### config.mk
export PLATFORM = sky130hd
export DESIGN_NAME = assoc_bimodal_branch_predictor
export DESIGN_NICKNAME = d
export VERILOG_FILES = /design/src/hdl/abp_pkg.sv /design/src/hdl/assoc_bimodal_branch_predictor.sv
export SDC_FILE = /design/constraint.sdc
export NUM_CORES = 2
export LEC_CHECK = 0
export BUFFER_PORTS_ARGS = -buffer_cell sky130_fd_sc_hd__buf_2
export CAP_MARGIN = 25
export CORE_MARGIN = 1.5
export CORE_UTILIZATION = 55
export CTS_BUF_LIST = sky130_fd_sc_hd__clkbuf_16
export DETAILED_ROUTE_END_ITERATION = 16
export PLACE_DENSITY_LB_ADDON = 0.08
export SYNTH_ARGS = -nofsm -noshare
export SYNTH_HDL_FRONTEND = slang
export SYNTH_SLANG_ARGS = --single-unit
export TNS_END_PERCENT = 20
### constraint.sdc
create_clock -name i_clk -period 17.8 [get_ports i_clk]
set_input_delay 1.78 -clock i_clk [delete_from_list [all_inputs] [get_ports i_clk]]
set_output_delay 1.78 -clock i_clk [all_outputs]
set_load 0.005 [all_outputs]
### src/hdl/abp_pkg.sv
// Shared constants and types for the associative bimodal branch predictor.
// Depends on nothing; imported by hdl/assoc_bimodal_branch_predictor.sv and dv/tb.sv.
package abp_pkg;

    localparam int TABLE_ENTRIES = 64;
    localparam int IDX_W         = (TABLE_ENTRIES > 1) ? $clog2(TABLE_ENTRIES) : 1;
    localparam int USED_W        = $clog2(TABLE_ENTRIES + 1);
    localparam int TAG_W         = 32;
    localparam int CTR_W         = 2;
    localparam int CNT_W         = 32;
    localparam int ABITS_W       = 6;

    localparam int CFG_IDX_W     = 2;
    localparam int CFG_DATA_W    = 6;

    localparam int IN_DATA_W     = 40;
    localparam int OUT_DATA_W    = 72;

    // Configuration register indexes.
    localparam logic [CFG_IDX_W-1:0] REG_ADDRESS_BITS = 2'd0;
    localparam logic [CFG_IDX_W-1:0] REG_DEFAULT_PRED = 2'd1;

    localparam logic [CTR_W-1:0] CTR_MAX = 2'd3;
    localparam logic [CTR_W-1:0] CTR_MIN = 2'd0;
    localparam logic [CTR_W-1:0] CTR_WEAK_NT = 2'd1;
    localparam logic [CTR_W-1:0] CTR_WEAK_T  = 2'd2;

    typedef struct packed {
        logic [TAG_W-1:0] tag;
        logic [CTR_W-1:0] ctr;
    } t_entry;

endpackage

### src/hdl/assoc_bimodal_branch_predictor.sv
// Top level of the associative bimodal branch predictor: one tag/counter memory,
// a sequential scan engine, running statistics and the stream ports.
// Depends on hdl/abp_pkg.sv.
// A branch is taken only in the idle state; the scan then reads the N table entries in use
// (at most 64) in order, and a hit on entry k ends it at that entry; the done step then
// writes the result beat. The block takes no new branch until that result is registered;
// the scan of the tag memory, one entry per cycle through its single read port, sets the pace,
// and a result beat still waiting for m_axis_tready holds the next one in its last step.
// Reset (synchronous, active low) clears the fill count, the statistics and the
// handshakes and restores address_bits to 30 and default_prediction to 1.
module assoc_bimodal_branch_predictor (
    input  logic                            i_clk,
    input  logic                            i_rst_n,
    // Input stream. tdata, low bit up: branch_address[31:0], branch_taken, zero fill.
    input  logic                            s_axis_tvalid,
    output logic                            s_axis_tready,
    input  logic [abp_pkg::IN_DATA_W-1:0]   s_axis_tdata,
    // Result stream. tdata, low bit up: predicted_taken, prediction_correct, table_hit,
    // table_full, correct_total[31:0], branch_total[31:0], zero fill.
    output logic                            m_axis_tvalid,
    input  logic                            m_axis_tready,
    output logic [abp_pkg::OUT_DATA_W-1:0]  m_axis_tdata,
    // Configuration write channel.
    input  logic                            i_cfg_valid,
    output logic                            o_cfg_ready,
    input  logic [abp_pkg::CFG_IDX_W-1:0]   i_cfg_index,
    input  logic [abp_pkg::CFG_DATA_W-1:0]  i_cfg_data
);
    import abp_pkg::*;

    localparam logic [1:0] ST_IDLE = 2'd0;
    localparam logic [1:0] ST_SCAN = 2'd1;
    localparam logic [1:0] ST_DONE = 2'd2;

    // Configuration registers.
    logic [ABITS_W-1:0] r_address_bits;
    logic               r_default_pred;

    // Control state.
    logic [1:0]         r_state, n_state;
    logic [USED_W-1:0]  r_used, n_used;
    logic [USED_W-1:0]  r_scan_idx, n_scan_idx;
    logic               r_pend, n_pend;
    logic [IDX_W-1:0]   r_pend_idx, n_pend_idx;
    logic [CNT_W-1:0]   r_correct_cnt, n_correct_cnt;
    logic [CNT_W-1:0]   r_branch_cnt, n_branch_cnt;
    logic               r_out_valid, n_out_valid;

    // Payload registers of the item in flight and of the result beat.
    logic [TAG_W-1:0]   r_tag;
    logic               r_taken;
    logic               r_res_pred, r_res_hit, r_res_full;
    logic               n_res_pred, n_res_hit, n_res_full;
    logic [OUT_DATA_W-1:0] r_out_data;

    // Tag/counter memory, one write and one registered read per cycle.
    t_entry             mem [TABLE_ENTRIES];
    t_entry             r_rd_data;
    logic [IDX_W-1:0]   rd_addr;
    logic               wr_en;
    logic [IDX_W-1:0]   wr_addr;
    t_entry             wr_data;

    logic [TAG_W-1:0]   tag_mask;
    logic               in_beat;
    logic               tag_match;
    logic               scan_end;
    logic               table_is_full;
    logic               out_free;
    logic [CTR_W-1:0]   hit_ctr;
    logic               hit_pred;
    logic               res_correct;

    // A shift of 32 or more leaves no ones, so the mask keeps every bit, which is
    // how an address width above 32 behaves.
    assign tag_mask      = ~({TAG_W{1'b1}} << r_address_bits);
    assign in_beat       = s_axis_tvalid && s_axis_tready;
    assign s_axis_tready = (r_state == ST_IDLE);
    assign o_cfg_ready   = 1'b1;
    assign m_axis_tvalid = r_out_valid;
    assign m_axis_tdata  = r_out_data;
    assign out_free      = !r_out_valid || m_axis_tready;

    assign rd_addr       = r_scan_idx[IDX_W-1:0];
    assign tag_match     = r_pend && (r_rd_data.tag == r_tag);
    assign scan_end      = (r_scan_idx == r_used);
    assign table_is_full = (r_used == USED_W'(TABLE_ENTRIES));
    assign hit_ctr       = r_rd_data.ctr;
    assign hit_pred      = (hit_ctr > CTR_WEAK_NT);
    assign res_correct   = (r_res_pred == r_taken);

    always_ff @(posedge i_clk) begin
        if (!i_rst_n) begin
            r_address_bits <= ABITS_W'(30);
            r_default_pred <= 1'b1;
        end else if (i_cfg_valid && o_cfg_ready) begin
            case (i_cfg_index)
                REG_ADDRESS_BITS: r_address_bits <= i_cfg_data;
                REG_DEFAULT_PRED: r_default_pred <= i_cfg_data[0];
                default: ;
            endcase
        end
    end

    // The scan pipelines reads: each cycle it issues the next entry and compares the
    // entry read the cycle before. Writes only happen in the cycle that ends a scan,
    // and the next scan starts after that, so no access to one entry can overlap.
    always_comb begin
        n_state       = r_state;
        n_used        = r_used;
        n_scan_idx    = r_scan_idx;
        n_pend        = 1'b0;
        n_pend_idx    = r_pend_idx;
        n_correct_cnt = r_correct_cnt;
        n_branch_cnt  = r_branch_cnt;
        n_out_valid   = r_out_valid;
        n_res_pred    = r_res_pred;
        n_res_hit     = r_res_hit;
        n_res_full    = r_res_full;
        wr_en         = 1'b0;
        wr_addr       = r_pend_idx;
        wr_data       = '{tag: r_tag, ctr: hit_ctr};

        if (r_out_valid && m_axis_tready) begin
            n_out_valid = 1'b0;
        end

        case (r_state)
            ST_IDLE: begin
                if (in_beat) begin
                    n_scan_idx = '0;
                    n_state    = ST_SCAN;
                end
            end
            ST_SCAN: begin
                if (tag_match) begin
                    // Hit: predict from the counter, then move it toward the outcome.
                    n_res_pred = hit_pred;
                    n_res_hit  = 1'b1;
                    n_res_full = 1'b0;
                    wr_en      = 1'b1;
                    wr_addr    = r_pend_idx;
                    if (r_taken) begin
                        wr_data.ctr = (hit_ctr == CTR_MAX) ? CTR_MAX : hit_ctr + CTR_W'(1);
                    end else begin
                        wr_data.ctr = (hit_ctr == CTR_MIN) ? CTR_MIN : hit_ctr - CTR_W'(1);
                    end
                    n_state = ST_DONE;
                end else if (scan_end) begin
                    // Miss: append a new entry unless the table is already full.
                    n_res_pred = r_default_pred;
                    n_res_hit  = 1'b0;
                    n_res_full = table_is_full;
                    if (!table_is_full) begin
                        wr_en       = 1'b1;
                        wr_addr     = r_used[IDX_W-1:0];
                        wr_data.ctr = r_taken ? CTR_WEAK_T : CTR_WEAK_NT;
                        n_used      = r_used + USED_W'(1);
                    end
                    n_state = ST_DONE;
                end else begin
                    n_pend     = 1'b1;
                    n_pend_idx = r_scan_idx[IDX_W-1:0];
                    n_scan_idx = r_scan_idx + USED_W'(1);
                end
            end
            ST_DONE: begin
                if (out_free) begin
                    if (res_correct && (r_correct_cnt != {CNT_W{1'b1}})) begin
                        n_correct_cnt = r_correct_cnt + CNT_W'(1);
                    end
                    if (r_branch_cnt != {CNT_W{1'b1}}) begin
                        n_branch_cnt = r_branch_cnt + CNT_W'(1);
                    end
                    n_out_valid = 1'b1;
                    n_state     = ST_IDLE;
                end
            end
            default: begin
                n_state = ST_IDLE;
            end
        endcase
    end

    always_ff @(posedge i_clk) begin
        if (!i_rst_n) begin
            r_state       <= ST_IDLE;
            r_used        <= '0;
            r_scan_idx    <= '0;
            r_pend        <= 1'b0;
            r_correct_cnt <= '0;
            r_branch_cnt  <= '0;
            r_out_valid   <= 1'b0;
        end else begin
            r_state       <= n_state;
            r_used        <= n_used;
            r_scan_idx    <= n_scan_idx;
            r_pend        <= n_pend;
            r_correct_cnt <= n_correct_cnt;
            r_branch_cnt  <= n_branch_cnt;
            r_out_valid   <= n_out_valid;
        end
    end

    always_ff @(posedge i_clk) begin
        r_pend_idx <= n_pend_idx;
        r_res_pred <= n_res_pred;
        r_res_hit  <= n_res_hit;
        r_res_full <= n_res_full;
        if (in_beat) begin
            r_tag   <= s_axis_tdata[TAG_W-1:0] & tag_mask;
            r_taken <= s_axis_tdata[TAG_W];
        end
        if ((r_state == ST_DONE) && out_free) begin
            r_out_data <= {4'b0000, n_branch_cnt, n_correct_cnt,
                           r_res_full, r_res_hit, res_correct, r_res_pred};
        end
    end

    always_ff @(posedge i_clk) begin
        if (wr_en) begin
            mem[wr_addr] <= wr_data;
        end
        r_rd_data <= mem[rd_addr];
    end

endmodule

==> metrics.yaml <==
outcome: "complete, no violations"
p_leak_nw: 31.81
min_delay_worst_endpoint: "r_correct_cnt[29]$_SDFF_PN0_"
core_um2: 167000
cts_max_level: 4
reg2reg_slack_ps: 12210
cp_max_fo: 65
die-area_um2: 170400
postCtsHoldBufs: 0
rows: 150
wl_per_cell_um: 30.95
die_h_um: 412.8
syn_area_per_cell_um2: 23.10
gp_congestion: 0.8169
hold_path_startpoint: "r_correct_cnt[29]$_SDFF_PN0_"
tightest_slew_ps: 1077
drt_pass1_iterations: 5
syn_to_final_growth_pct: 12.19
met3_usage: 0.05195
fin_crit_sh: 0.3141
synthFlopType: "edfxtp_1"
r2r_cells: 9
worstReg2RegStart: "r_tag[31]$_DFFE_PP_"
numCtsBuffers: 233
rr_endpoint: "mem[46][26]$_DFFE_PP_"
clock_skew_ps: 32.11
antenna_left: 0
detailed_place_hpwl_mm: 113.7
fill_cells: 11450
cts_buffer_depth: 3
final_cell_mix: "edfxtp_1, mux4_2, clkbuf_16"
power_density_nw_per_um2: 108.8
cts_tree: "done"
io-pin-count: 128
drv_slew: 0
routed_wl_mm: 207.6
postSynth.asyncResetShare: 0
setup.worst_path.start: "r_tag[31]$_DFFE_PP_"
top_usage_layer: "met2"
rsz0062_at_grt: "false"
layout-drive-gt1-share: 0.3065
grt.total_usage: 0.2484
grt_pass1_vias: 42740
synth_enable_flop_cells: 2286
yosysSeqAreaShare: 0.7699
required_ps: 18280
layout.cells.non_filler: 6707
crit_slowest_cell: "nor3b_2"
grt_use_met1: 0.3512
fmax_mhz: 178.9
met2_usage: 0.4008
hold_path_depth: 2
die_w_um: 412.8
worstSetupPathType: "reg2reg"
start_util: 0.5530
synth_top_cells_by_area: "edfxtp_1, mux4_2, dfxtp_1"
synth_warnings: 0
vias: 41770
detailedRoute.firstIterationViolations: 5028
post-route-min-period_ps: 5591
synth-seq-cells: 2409
vias_per_cell: 6.228
cts.repair.resized: 0
tns_ps: 0
setup_viol: 0
place_area_um2: 96380
grt_pass1_wl_mm: 299.8
seq_area_um2: 71130
root_buffer: "clkbuf_16"
slowest_delay_ps: 830
layout_commonest_cell: "edfxtp_1"
synth.distinct_cells: 65
clk_pin_slew_ps: 60
cts_setup_buffers: 0
crit_chain: "buf_4 > xor2_1 > or4_1 > nor4_2 > a31oi_4 > o22a_1 > nor3_2 > nor3b_2 > buf_4"
syn_area_um2: 92360
multi_input_area_um2: 20720
hold_violations: 0
synthCells: 3999
cp_common_cell: "buf_4"
grt_max_degree: 141
hold_path.class: "reg2reg"
maxCapViolations: 0
endpoint_kind: "flop"
drc: 0
cts_num_sinks: 2409
insertion_delay_ps: 870
slew_headroom: 0.2789
gr-total-overflow: 0
nets: 4353
p_total_mw: 11.27
finalInstanceArea_um2: 103600
ir_worst_vdd_mv: 0.1001
start_kind: "flop"
port_buffers: 115
antenna_found_initial: 11
placedCellCount: 6261
synth_top_area_share: 0.7432
crit_arrival_ps: 6070
synth_top_area_cell: "edfxtp_1"
whs_ps: 520.5
## sequential cells by signal, indices dropped and copies added (netlist names), 2 cells and up
name / cells
r_address_bits: 6
r_tag: 32
mem: 2176
r_correct_cnt: 32
m_axis_tdata: 68
hit_ctr: 2
r_branch_cnt: 32
r_pend_idx: 6
r_used: 7
r_scan_idx: 7
r_state: 2
r_rd_data: 32
## metrics by stage
stage / util / setup slack [ps]
after floorplan: - / 11780
after global placement: 0.5767 / 12100
after detailed placement: 0.5770 / 12100
after CTS: 0.6201 / 12080
after global routing: 0.6203 / 11780
final: 0.6204 / 12210
## final cells by class
cell class | count | area share
Multi-Input combinational cell | 1373 | 0.2000
Timing Repair Buffer | 258 | 0.01669
Inverter | 20 | 0.0007245
Clock buffer | 235 | 0.05675
Clock inverter | 201 | 0.01268
Antenna cell | 7 | 0.0001690
Sequential cell | 2409 | 0.6864
Tap cell | 2204 | 0.02661
## routing by layer
metal  wire length [um]  part of all wire
met1              85410              0.41
met2             102200              0.49
met3              15450             0.074
met4               4470             0.022
met5                 33           0.00016
## worst max-delay path: cells and delay by family (launching register included)
family,cells,cell delay (ps)
AND/OR/NAND/NOR,4,2560
buffers and inverters,2,1140
flip-flops,1,320
XOR/XNOR,1,360
AO/OA/AOI/OAI,2,680
## Yosys cell counts (3+ instances only)
cell type and n:
mux2i_1 12, a21boi_0 13, clkbuf_1 102, nand3_1 33, xor2_1 66, o21a_1 12, nor3b_1 7, mux2_2 5
buf_1 24, or4_1 3, buf_6 6, buf_2 61, mux4_2 714, a21oi_1 19, and2_1 80, nand4_1 16
nand2_1 62, o22ai_1 3, o21ai_0 16, ha_1 5, inv_1 20, or3_1 7, nor3_1 42, nand3b_1 3
nor3_2 10, nor4_1 19, dfxtp_1 123, a31oi_1 3, buf_4 7, nand2b_1 9, nor2_1 90, and3_1 19
o21ai_1 3, and4_1 8, edfxtp_1 2286, nor2b_1 18, o211ai_1 3, xnor2_1 36
## logic make-up after synthesis
family | share of synthesized area
compound gates | 0.006570
other cells | 0.00008131
xor+xnor | 0.01032
buf+inv | 0.01054
mux | 0.1760
flops | 0.7699
fa+ha+maj | 0.0006773
simple gates | 0.02594
## worst max-delay path by stage
stage	end	slack, ps	cells after the start
detailed placement	r_rd_data[28]$_DFF_P_	12100	7
global placement	r_rd_data[27]$_DFF_P_	12100	7
finish	mem[46][26]$_DFFE_PP_	12210	9
global route	r_rd_data[10]$_DFF_P_	11780	7
CTS	r_rd_data[30]$_DFF_P_	12080	7
floorplan	mem[0][0]$_DFFE_PP_	11780	8
## power breakdown
group	switching, mW	internal [mW]	total (mW)
Clock	2.06	2.57	4.63
Combinational	0.244	0.107	0.351
Sequential	0.0154	6.27	6.29
Total	2.32	8.95	11.3
Note: power is estimated with default switching activity, not from simulation.
